### src/rtl/cbfd_pkg.sv
// cbfd_pkg: shared types and constants of the byte-offset decoder
// no dependencies; imported by every other file of the block except cbfd_ifs and cbfd_checker

package cbfd_pkg;

  // field widths
  localparam int unsigned BYTE_W  = 8;
  localparam int unsigned PIXEL_W = 32;
  localparam int unsigned COUNT_W = 24;

  // escape codes of the byte-offset scheme
  localparam logic [7:0]  ESC_BYTE = 8'h80;
  localparam logic [15:0] ESC_WORD = 16'h8000;

  // register reset and default queue depth
  localparam logic [COUNT_W-1:0] PIXEL_COUNT_RESET   = 24'd1;
  localparam int unsigned        QUEUE_DEPTH_DEFAULT = 2;

  // parse phase of the front end
  typedef enum logic [2:0] {
    PH_FIRST  = 3'd0,
    PH_W16_LO = 3'd1,
    PH_W16_HI = 3'd2,
    PH_W32_B0 = 3'd3,
    PH_W32_B1 = 3'd4,
    PH_W32_B2 = 3'd5,
    PH_W32_B3 = 3'd6
  } phase_t;

  // one decoded delta travelling from front to back
  typedef struct packed {
    logic [PIXEL_W-1:0] delta;
    logic               clear;
    logic               last;
  } delta_t;

  // queue handshake as seen by either end
  typedef struct packed {
    logic   valid;
    delta_t item;
  } delta_req_t;

endpackage

### src/rtl/cbfd_ifs.sv
// cbfd_ifs: stream interfaces of the byte-offset decoder
// no dependencies

interface cbfd_byte_if;
  logic       valid;
  logic       ready;
  logic [7:0] data_byte;
  logic       image_start;

  modport source (output valid, output data_byte, output image_start, input ready);
  modport sink   (input valid, input data_byte, input image_start, output ready);
endinterface

interface cbfd_pixel_if;
  logic               valid;
  logic               ready;
  logic signed [31:0] pixel_value;
  logic               last_pixel;

  modport source (output valid, output pixel_value, output last_pixel, input ready);
  modport sink   (input valid, input pixel_value, input last_pixel, output ready);
endinterface

### src/rtl/cbfd_front.sv
// cbfd_front: byte parser, pixel counter and pixel_count register
// depends on cbfd_pkg and cbfd_ifs; pushes one delta item per pixel

module cbfd_front (
  input  logic                    clk,
  input  logic                    rst,
  cbfd_byte_if.sink               stream,
  input  logic                    cfg_we,
  input  logic [cbfd_pkg::COUNT_W-1:0] cfg_data,
  output cbfd_pkg::delta_req_t    push,
  input  logic                    push_ready
);
  import cbfd_pkg::*;

  phase_t             phase, phase_next;
  logic [23:0]        gather, gather_next;
  logic [COUNT_W-1:0] pixels_done, pixels_done_next;
  logic [COUNT_W-1:0] pixel_count;
  logic               clear_pending;

  phase_t             phase_eff;
  logic [23:0]        gather_eff;
  logic [COUNT_W-1:0] done_eff;
  logic [COUNT_W-1:0] done_inc;
  logic               complete;
  logic               emit;
  logic [PIXEL_W-1:0] delta;
  logic [15:0]        word16;
  logic               accept;

  assign stream.ready = push_ready;
  assign accept       = stream.valid && push_ready;

  // image start clears the parse state before the byte is decoded
  assign phase_eff  = stream.image_start ? PH_FIRST : phase;
  assign gather_eff = stream.image_start ? 24'd0 : gather;
  assign done_eff   = stream.image_start ? '0 : pixels_done;
  assign done_inc   = done_eff + 1'b1;
  assign complete   = (done_eff >= pixel_count);
  assign word16     = {stream.data_byte, gather_eff[7:0]};

  // classify the byte against the current phase
  always_comb begin
    emit        = 1'b0;
    delta       = '0;
    phase_next  = phase_eff;
    gather_next = gather_eff;
    case (phase_eff)
      PH_W16_LO: begin
        gather_next = {16'd0, stream.data_byte};
        phase_next  = PH_W16_HI;
      end
      PH_W16_HI: begin
        if (word16 != ESC_WORD) begin
          emit  = 1'b1;
          delta = {{16{word16[15]}}, word16};
        end else begin
          gather_next = 24'd0;
          phase_next  = PH_W32_B0;
        end
      end
      PH_W32_B0: begin
        gather_next = {gather_eff[23:8], stream.data_byte};
        phase_next  = PH_W32_B1;
      end
      PH_W32_B1: begin
        gather_next = {gather_eff[23:16], stream.data_byte, gather_eff[7:0]};
        phase_next  = PH_W32_B2;
      end
      PH_W32_B2: begin
        gather_next = {stream.data_byte, gather_eff[15:0]};
        phase_next  = PH_W32_B3;
      end
      PH_W32_B3: begin
        emit  = 1'b1;
        delta = {stream.data_byte, gather_eff};
      end
      default: begin
        if (stream.data_byte != ESC_BYTE) begin
          emit  = 1'b1;
          delta = {{24{stream.data_byte[7]}}, stream.data_byte};
        end else begin
          gather_next = 24'd0;
          phase_next  = PH_W16_LO;
        end
      end
    endcase
    if (complete) begin
      emit        = 1'b0;
      phase_next  = phase_eff;
      gather_next = gather_eff;
    end
    if (emit) begin
      phase_next  = PH_FIRST;
      gather_next = 24'd0;
    end
    pixels_done_next = emit ? done_inc : done_eff;
  end

  // delta item toward the queue
  assign push.valid      = accept && emit;
  assign push.item.delta = delta;
  assign push.item.clear = stream.image_start || clear_pending;
  assign push.item.last  = (done_inc == pixel_count);

  // parse state and pixel counter
  always_ff @(posedge clk) begin
    if (rst) begin
      phase         <= PH_FIRST;
      gather        <= 24'd0;
      pixels_done   <= '0;
      clear_pending <= 1'b0;
    end else if (accept) begin
      phase       <= phase_next;
      gather      <= gather_next;
      pixels_done <= pixels_done_next;
      if (emit) begin
        clear_pending <= 1'b0;
      end else if (stream.image_start) begin
        clear_pending <= 1'b1;
      end
    end
  end

  // pixel_count register
  always_ff @(posedge clk) begin
    if (rst) begin
      pixel_count <= PIXEL_COUNT_RESET;
    end else if (cfg_we) begin
      pixel_count <= cfg_data;
    end
  end

endmodule

### src/rtl/cbfd_queue.sv
// cbfd_queue: short delta queue between parser and accumulator
// depends on cbfd_pkg; register file of DEPTH entries

module cbfd_queue #(
  parameter int unsigned DEPTH = cbfd_pkg::QUEUE_DEPTH_DEFAULT
) (
  input  logic                 clk,
  input  logic                 rst,
  input  cbfd_pkg::delta_req_t push,
  output logic                 push_ready,
  output cbfd_pkg::delta_req_t pop,
  input  logic                 pop_ready
);
  import cbfd_pkg::*;

  localparam int unsigned PTR_W = (DEPTH > 1) ? $clog2(DEPTH) : 1;
  localparam int unsigned CNT_W = $clog2(DEPTH + 1);
  localparam logic [PTR_W-1:0] LAST_PTR = PTR_W'(DEPTH - 1);
  localparam logic [CNT_W-1:0] FULL_CNT = CNT_W'(DEPTH);

  delta_t           slots [DEPTH];
  logic [PTR_W-1:0] wr_ptr, rd_ptr;
  logic [CNT_W-1:0] count;
  logic             do_push, do_pop;

  assign push_ready = (count != FULL_CNT);
  assign pop.valid  = (count != '0);
  assign pop.item   = slots[rd_ptr];
  assign do_push    = push.valid && push_ready;
  assign do_pop     = pop.valid && pop_ready;

  // entry storage
  always_ff @(posedge clk) begin
    if (do_push) begin
      slots[wr_ptr] <= push.item;
    end
  end

  // pointers and fill count
  always_ff @(posedge clk) begin
    if (rst) begin
      wr_ptr <= '0;
      rd_ptr <= '0;
      count  <= '0;
    end else begin
      if (do_push) begin
        wr_ptr <= (wr_ptr == LAST_PTR) ? '0 : wr_ptr + 1'b1;
      end
      if (do_pop) begin
        rd_ptr <= (rd_ptr == LAST_PTR) ? '0 : rd_ptr + 1'b1;
      end
      if (do_push && !do_pop) begin
        count <= count + 1'b1;
      end else if (do_pop && !do_push) begin
        count <= count - 1'b1;
      end
    end
  end

endmodule

### src/rtl/cbfd_back.sv
// cbfd_back: running-sum accumulator and pixel output register
// depends on cbfd_pkg and cbfd_ifs

module cbfd_back (
  input  logic                 clk,
  input  logic                 rst,
  input  cbfd_pkg::delta_req_t pop,
  output logic                 pop_ready,
  cbfd_pixel_if.source         pixels
);
  import cbfd_pkg::*;

  logic [PIXEL_W-1:0] running_sum;
  logic               out_valid;
  logic               out_last;
  logic               take;

  // load a new item whenever the output register is free or being taken
  assign pop_ready = !out_valid || pixels.ready;
  assign take      = pop.valid && pop_ready;

  assign pixels.valid       = out_valid;
  assign pixels.pixel_value = running_sum;
  assign pixels.last_pixel  = out_last;

  // sum wraps modulo 2^32; image start restarts it at zero
  always_ff @(posedge clk) begin
    if (rst) begin
      running_sum <= '0;
      out_valid   <= 1'b0;
      out_last    <= 1'b0;
    end else begin
      if (take) begin
        running_sum <= (pop.item.clear ? '0 : running_sum) + pop.item.delta;
        out_last    <= pop.item.last;
      end
      if (pop_ready) begin
        out_valid <= pop.valid;
      end
    end
  end

endmodule

### src/rtl/cbf_byte_offset_decoder.sv
// cbf_byte_offset_decoder: top level of the byte-offset pixel decoder
// depends on cbfd_pkg, cbfd_ifs, cbfd_front, cbfd_queue, cbfd_back
//
//   port      dir   handshake       payload
//   stream    in    valid/ready     data_byte[7:0], image_start
//   pixels    out   valid/ready     pixel_value[31:0] signed, last_pixel
//   cfg       in    cfg_we          cfg_data[23:0] = pixel_count
//
// one byte per cycle in while ready is high, at most one pixel per cycle out
// a completed delta passes through a queue entry and then the output register on its way to pixel valid
// the parser feeds a QUEUE_DEPTH-entry queue; ready drops only when the
// queue is full behind a stalled pixel output
// reset empties the queue, clears the sum and sets pixel_count to 1

module cbf_byte_offset_decoder #(
  parameter int unsigned QUEUE_DEPTH = cbfd_pkg::QUEUE_DEPTH_DEFAULT
) (
  input  logic                         clk,
  input  logic                         rst,
  cbfd_byte_if.sink                    stream,
  cbfd_pixel_if.source                 pixels,
  input  logic                         cfg_we,
  input  logic [cbfd_pkg::COUNT_W-1:0] cfg_data
);
  import cbfd_pkg::*;

  delta_req_t push, pop;
  logic       push_ready, pop_ready;

  // parser front end
  cbfd_front u_front (
    .clk        (clk),
    .rst        (rst),
    .stream     (stream),
    .cfg_we     (cfg_we),
    .cfg_data   (cfg_data),
    .push       (push),
    .push_ready (push_ready)
  );

  // decoupling queue
  cbfd_queue #(
    .DEPTH (QUEUE_DEPTH)
  ) u_queue (
    .clk        (clk),
    .rst        (rst),
    .push       (push),
    .push_ready (push_ready),
    .pop        (pop),
    .pop_ready  (pop_ready)
  );

  // accumulator back end
  cbfd_back u_back (
    .clk       (clk),
    .rst       (rst),
    .pop       (pop),
    .pop_ready (pop_ready),
    .pixels    (pixels)
  );

endmodule

### src/flat_wrapper.sv
// flat-port wrapper written by rule: the top's interface ports become plain ports
module cbf_byte_offset_decoder_flat import cbfd_pkg::*;
#(
  parameter int unsigned QUEUE_DEPTH = cbfd_pkg::QUEUE_DEPTH_DEFAULT
)
  (clk, rst, cfg_we, cfg_data, stream_valid, stream_data_byte, stream_image_start, stream_ready, pixels_valid, pixels_pixel_value, pixels_last_pixel, pixels_ready);
  cbfd_byte_if stream_i ();
  cbfd_pixel_if pixels_i ();
  input  logic clk;
  input  logic rst;
  input  logic cfg_we;
  input  logic [cbfd_pkg::COUNT_W-1:0] cfg_data;
  input wire logic [$bits(stream_i.valid)-1:0] stream_valid;
  input wire logic [$bits(stream_i.data_byte)-1:0] stream_data_byte;
  input wire logic [$bits(stream_i.image_start)-1:0] stream_image_start;
  output wire logic [$bits(stream_i.ready)-1:0] stream_ready;
  output wire logic [$bits(pixels_i.valid)-1:0] pixels_valid;
  output wire logic [$bits(pixels_i.pixel_value)-1:0] pixels_pixel_value;
  output wire logic [$bits(pixels_i.last_pixel)-1:0] pixels_last_pixel;
  input wire logic [$bits(pixels_i.ready)-1:0] pixels_ready;
  assign stream_i.valid = stream_valid;
  assign stream_i.data_byte = stream_data_byte;
  assign stream_i.image_start = stream_image_start;
  assign stream_ready = stream_i.ready;
  assign pixels_valid = pixels_i.valid;
  assign pixels_pixel_value = pixels_i.pixel_value;
  assign pixels_last_pixel = pixels_i.last_pixel;
  assign pixels_i.ready = pixels_ready;
  cbf_byte_offset_decoder #(.QUEUE_DEPTH(QUEUE_DEPTH)) u_core (.clk(clk), .rst(rst), .stream(stream_i), .pixels(pixels_i), .cfg_we(cfg_we), .cfg_data(cfg_data));
endmodule
### config.mk
export PLATFORM = sky130hd
export DESIGN_NAME = cbf_byte_offset_decoder_flat
export DESIGN_NICKNAME = d
export VERILOG_FILES = /design/src/rtl/cbfd_pkg.sv /design/src/rtl/cbfd_ifs.sv /design/src/rtl/cbfd_front.sv /design/src/rtl/cbfd_queue.sv /design/src/rtl/cbfd_back.sv /design/src/rtl/cbf_byte_offset_decoder.sv /design/src/flat_wrapper.sv
export SDC_FILE = /design/constraint.sdc
export NUM_CORES = 1
export LEC_CHECK = 0
export BUFFER_PORTS_ARGS = -buffer_cell sky130_fd_sc_hd__buf_4
export CAP_MARGIN = 20
export CELL_PAD_IN_SITES_DETAIL_PLACEMENT = 2
export CELL_PAD_IN_SITES_GLOBAL_PLACEMENT = 2
export CORE_MARGIN = 5
export CORE_UTILIZATION = 25
export CTS_CLUSTER_DIAMETER = 100
export CTS_CLUSTER_SIZE = 10
export DETAILED_ROUTE_END_ITERATION = 6
export GPL_TIMING_DRIVEN = 0
export PLACE_DENSITY_LB_ADDON = 0.1
export SLEW_MARGIN = 20
export SYNTH_ARGS = -nofsm -noshare
export SYNTH_HDL_FRONTEND = slang
export SYNTH_SLANG_ARGS = --single-unit
### constraint.sdc
create_clock -name clk -period 9 [get_ports clk]
set_clock_uncertainty 0.2 [all_clocks]
set_input_delay 2.25 -clock clk [delete_from_list [all_inputs] [get_ports clk]]
set_output_delay 2.25 -clock clk [all_outputs]
set_load 0.01 [all_outputs]
# --- Word-level counts from Yosys, hierarchy flattened ---
# Memory sizes are Yosys's and may differ from the RTL's. A register that Yosys moved wholly into a read port is not among the register bits.
# Index checks and enable logic that the tools add are counted.
# Widths: inputs -> output; s select.
totals:
  memories: 1
  regBits: 114
  input_bits: 38
  mem_bits_rw: 68
  rom_bits: 0
  elab_cells: 77
  out_inout_bits: 35
  latchBits: 0
op_classes:
  bitwise: 0
  muxes: 32
  n_reduce_logical: 16
  mul: 0
  add_sub_neg: 6
  eq_ne: 10
  div_mod_pow: 0
  n_lt_le_gt_ge: 1
  shifts: 0
mem_list:
  columns: ["name", "words", "width", "rd", "rd_clocked_by_memory_dff", "wr", "line", "source"]
  rows:
  - ["u_core.u_queue.slots", 2, 34, 1, 1, 1, "cbfd_queue.sv:21", "delta_t slots [DEPTH];"]
op_table:
  columns: ["operator", "count"]
  rows:
  - ["$mux 24", 7]
  - ["$pmux 24 s6", 1]
  - ["$mux 32", 3]
  - ["$pmux 32 s3", 1]
  - ["$add 32x32->32", 1]
  - ["$add 24x1->24 const B", 1]
  - ["$eq 24x24->1", 1]
  - ["$ge 24x24->1", 1]
  - ["$pmux 3 s6", 1]
  - ["$ne 16x16->1 const B", 1]
  - ["$mux 3", 5]
  - ["$mux 1", 11]
  - ["$eq 3x3->1 const B", 3]
  - ["$ne 8x8->1 const B", 1]
  - ["$eq 3x2->1 const B", 2]
  - ["$logic_and 1x1->1", 6]
  - ["$reduce_bool 2->1", 3]
  - ["$mux 2", 2]
  - ["$reduce_or 4->1", 1]
  - ["$eq 3x1->1 const B", 1]
  - ["$logic_not 1->1", 3]
  - ["$pmux 1 s3", 1]
  - ["$add 1x1->1 const B", 2]
  - ["$add 2x1->2 const B", 1]
  - ["4 further kinds", 5]

# --- Longest topological paths before layout ---
depth:
  depth_word: 11
  mapped_depth: 18

# --- By module ---
# From an unflattened synthesis, not the netlist that was laid out.
unflattened:
  hier_cells: 1202
  area_unflattened_um2: 11141.9
by_module_without_submodules:
  columns: ["module", "cells_each", "instances", "area_each_um2"]
  rows:
  - ["cbfd_front", 664, 1, 5445.2]
  - ["cbfd_back", 408, 1, 3021.6]
  - ["cbfd_queue", 130, 1, 2675.1]

# --- Least setup slack after synthesis ---
# Ideal clock, no wire load.
synth_path:
  path_type: "input port to flip-flop"
  startpoint: "input port stream_image_start"
  endpoint: "memory u_core.u_queue.slots[1][0] (netlist name), enable pin"
  arrival_ns: 5.571
  path_stages: 12
  path_slack_ns: 2.835
  required_time_ns: 8.406
  setup_time_ns: 0.394
  n_path_buf: 4
  cell_sequence: "clkbuf_1 clkbuf_1 buf_1 nor2b_1 ha_1 a21o_1 a21oi_1 o21ai_1 a31o_2 a211oi_1 clkbuf_1 and3_1"
synth_between:
  elab_chain_len: 9
synth_rtl:
  columns: ["item", "line", "source"]
  rows:
  - ["start, declared", "flat_wrapper.sv:15", "input wire logic [$bits(stream_i.image_start)-1:0] stream_image_start;"]
  - ["branches (longest 4 deep; another with $ge 24x24->1)", null, null]
  - ["$mux 1 *", "cbfd_front.sv:88", "if (complete) begin"]
  - ["$logic_and 1x1->1 *", "cbfd_front.sv:101", "assign push.valid = accept && emit;"]
  - ["$logic_and 1x1->1 *", "cbfd_queue.sv:29", "assign do_push = push.valid && push_ready;"]
  - ["$mux 1 *", "cbfd_queue.sv:34", "if (do_push) begin"]
  - ["$mux 1 (not written as such) *", "cbfd_queue.sv:35", "slots[wr_ptr] <= push.item;"]
  - ["end, declared", "cbfd_queue.sv:21", null]
# Mark *: on every way between the ends.

# --- Worst setup path after layout ---
layout_path:
  startpoint: "input port stream_image_start"
  endpoint: "memory u_core.u_queue.slots[1][16] (netlist name), enable pin"
# Same word-level chain as after synthesis.

==> impl_metrics.json <==
{
  "clk_pin_slew_ns": 0.07,
  "cp.required_ns": 8.98,
  "finalPower_mw": 3.19,
  "die_y_microns": 220,
  "synthDominantCellAreaShare_pct": 20.8,
  "grt_pass1_wl_microns": 64700,
  "post_cts_resized": 0,
  "final_util_pct": 29.3,
  "nNetsFinal": 1373,
  "finalCriticalPeriod_ns": 6.87,
  "insertion_delay_ns": 0.48,
  "power.share.sequential_pct": 34.2,
  "grt_setup_unrepaired": "no",
  "dp_hpwl_microns": 33400,
  "worst_setup_path_end_kind": "flip-flop",
  "yosys_warnings": 0,
  "synth_area_sq_um": 11000,
  "syn_inst": 1191,
  "cts_setup_buffers": 0,
  "synth.largest_area_cell": "dfxtp_1",
  "synth_edf_count": 68,
  "cts-root-buf": "clkbuf_16",
  "arrival_ns": 6.86,
  "cp_max_fo": 24,
  "outcome": "finished clean",
  "rows": 77,
  "wire_per_inst_microns": 23.1,
  "cp-start-kind": "input pin",
  "port_buffers": 63,
  "slowest_stage": "clkbuf_1",
  "drtAntennaViolNets": 0,
  "worstMarginPinSlew_ns": 1.02,
  "grt_usage_pct": 18.0,
  "drt_iter0_drc": 439,
  "start_util_pct": 25.1,
  "yosysSeqAreaShare_pct": 39.3,
  "yosysMostFrequentCell": "dfxtp_1",
  "p_comb_share_pct": 41.1,
  "grt_overflow": 0,
  "drtPass1Iterations": 4,
  "fillers": 4993,
  "vias": 9590,
  "core_region_area_sq_um": 43900,
  "ys_ff_latch": 183,
  "finalNonFillerCells": 1880,
  "gp_congestion": 0.774,
  "tns_ns": 0,
  "drive_above_1_share_pct": 12.2,
  "grt_pass1_vias": 10200,
  "cts_buffers": 17,
  "clock-sinks": 183,
  "peakVddDrop_uv": 119,
  "power_density_nw_per_um2": 248,
  "dieArea_sq_um": 48500,
  "wl_microns": 43400,
  "crit_chain": "clkbuf_1 -> clkbuf_1 -> buf_1 -> nor2b_1 -> ha_1 -> a21o_1 -> a21oi_1 -> o21ai_1 -> a31o_2 -> a211oi_1 -> clkbuf_1 -> and3_2 -> buf_12",
  "syn-num-nets": 1289,
  "yosys-top-cells-area": "dfxtp_1, edfxtp_1, ha_1",
  "grt_max_degree": 25,
  "htree_levels": 4,
  "max_cap_violations": 0,
  "fp.dieW_microns": 220,
  "ys.flop_type": "dfxtp_1",
  "slew_headroom_pct": 32.3,
  "insertedDiodeCount": 0,
  "areaGrowthSynthToFinish_pct": 16.7,
  "p_leak_nw": 4.91,
  "path_common_cell": "clkbuf_1",
  "clk_path_buf_depth": 2,
  "drc": 0,
  "synthArstFlopShare_pct": 0,
  "whs_path_depth": 2,
  "synth_cell_types": 82,
  "p_clk_share_pct": 24.7,
  "io_pins": 73,
  "cts_hold_buf": 0,
  "path_class": "in -> reg",
  "cp-startpoint": "stream_image_start",
  "avgViaCountPerCell": 5.10,
  "fin_ws_ns": 2.13,
  "place_inst": 1848,
  "post-route-period-util_pct": 76.4,
  "place_ws_ns": 1.60,
  "p_int_mw": 1.89,
  "min_from": "u_core.u_back.pixels.pixel_value[9]$_SDFFE_PP0P_",
  "tritoncts": "done",
  "maxSlewViolCount": 0,
  "max_freq_ghz": 0.145,
  "antenna_found_initial": 1,
  "hold_viol_final": 0,
  "switching_share_pct": 40.7,
  "hold_path_class": "reg -> reg",
  "synth.top_cells.by_count": "dfxtp_1, nand2_1, a21oi_1",
  "rr_worst_depth": 12,
  "cpPeakStageDelay_ns": 0.62,
  "synth_area_per_cell_sq_um": 9.27,
  "p_sw_mw": 1.30,
  "setup_viol": 0
}
[worst paths after layout]
path | slack (ns) | endpoint
hold / removal | 0.27 | u_core.u_back.pixels.pixel_value[9]$_SDFFE_PP0P_
setup reg to reg | 3.87 | u_core.u_back.pixels.pixel_value[24]$_SDFFE_PP0P_
hold reg to reg | 0.27 | u_core.u_back.pixels.pixel_value[9]$_SDFFE_PP0P_
setup / recovery | 2.13 | u_core.u_queue.slots[1][16]$_DFFE_PP_
[registers in the layout (all words and copies together), names as in the netlist, named ones only]
name,flops
u_core.u_queue.slots,68
u_core.u_back.pixels.pixel_value,32
u_core.u_front.gather,24
u_core.u_front.pixel_count,24
u_core.u_front.pixels_done,24
u_core.u_front.phase,3
u_core.u_queue.count,2
u_core.u_back.pixels.last_pixel,1
u_core.u_back.pixels.valid,1
u_core.u_front.clear_pending,1
u_core.u_queue.rd_ptr,1
u_core.u_queue.wr_ptr,1
[cell usage in the layout (no fill, tap or decap), types with 31 or more instances in the layout]
| cell | n |
|---|---|
| clkbuf_1 | 44 |
| a21o_1 | 40 |
| dfxtp_1 | 115 |
| buf_4 | 65 |
| and2_1 | 38 |
| nor2_1 | 58 |
| inv_1 | 39 |
| ha_1 | 59 |
| nand3_1 | 38 |
| edfxtp_1 | 68 |
| a21oi_1 | 82 |
| xnor2_1 | 52 |
| mux2_2 | 31 |
| nand2_1 | 103 |
| o21ai_0 | 35 |
[power by group through the flow]
stage | sequential [mW] | combinational (mW) | clock, mW
after floorplan | 1.11 | 0.789 | 0
after global placement | 1.11 | 1.31 | 0
after detailed placement | 1.12 | 1.33 | 0
after global routing | 1.11 | 1.44 | 0.849
final | 1.09 | 1.31 | 0.788
after CTS | 1.10 | 1.34 | 0.826
[per-stage QoR]
stage,area (sq um),hold slack (ns)
2_1_floorplan,11000,0.231
4_1_cts,12900,0.275
3_5_place_dp,12300,0.264
5_1_grt,12900,0.298
6_report,12900,0.273
3_3_place_gp,12300,0.242
[worst max-delay path, delay by kind of cell]
| kind | cells | cell delay (ns) |
|---|---|---|
| buffers and inverters | 5 | 2.48 |
| AO/OA/AOI/OAI | 5 | 1.07 |
| AND/OR/NAND/NOR | 2 | 0.69 |
| adder cells (fa/ha/maj) | 1 | 0.32 |
[metal layers]
metal / GRT usage, % / wire, microns
met2: 29.9 / 20500
met3: 2.65 / 1050
met5: 0 / 0
met4: 4.76 / 596
met1: 24.6 / 21200
[kinds of logic after synthesis]
group           Yosys count  share of synthesized area [%]
fa+ha+maj                61                           6.96
simple gates            384                           18.4
xor+xnor                 64                           5.08
compound gates          323                           20.2
buf+inv                 117                           4.32
flops                   183                           39.3
mux                      59                           5.71
[cell type report]
cell class              instances  area (sq um)  share of cell area (%)
plain buffers                  75           319                    2.48
clock buffers                  17           425                    3.30
clock inverters                15           160                    1.24
inverters                      42           158                    1.22
multi-input cells             891          6220                    48.3
flip-flops and latches        183          4340                    33.7
well taps                     592           741                    5.75
repair buffers                 65           513                    3.98
Power figures use the tool's default switching activity.
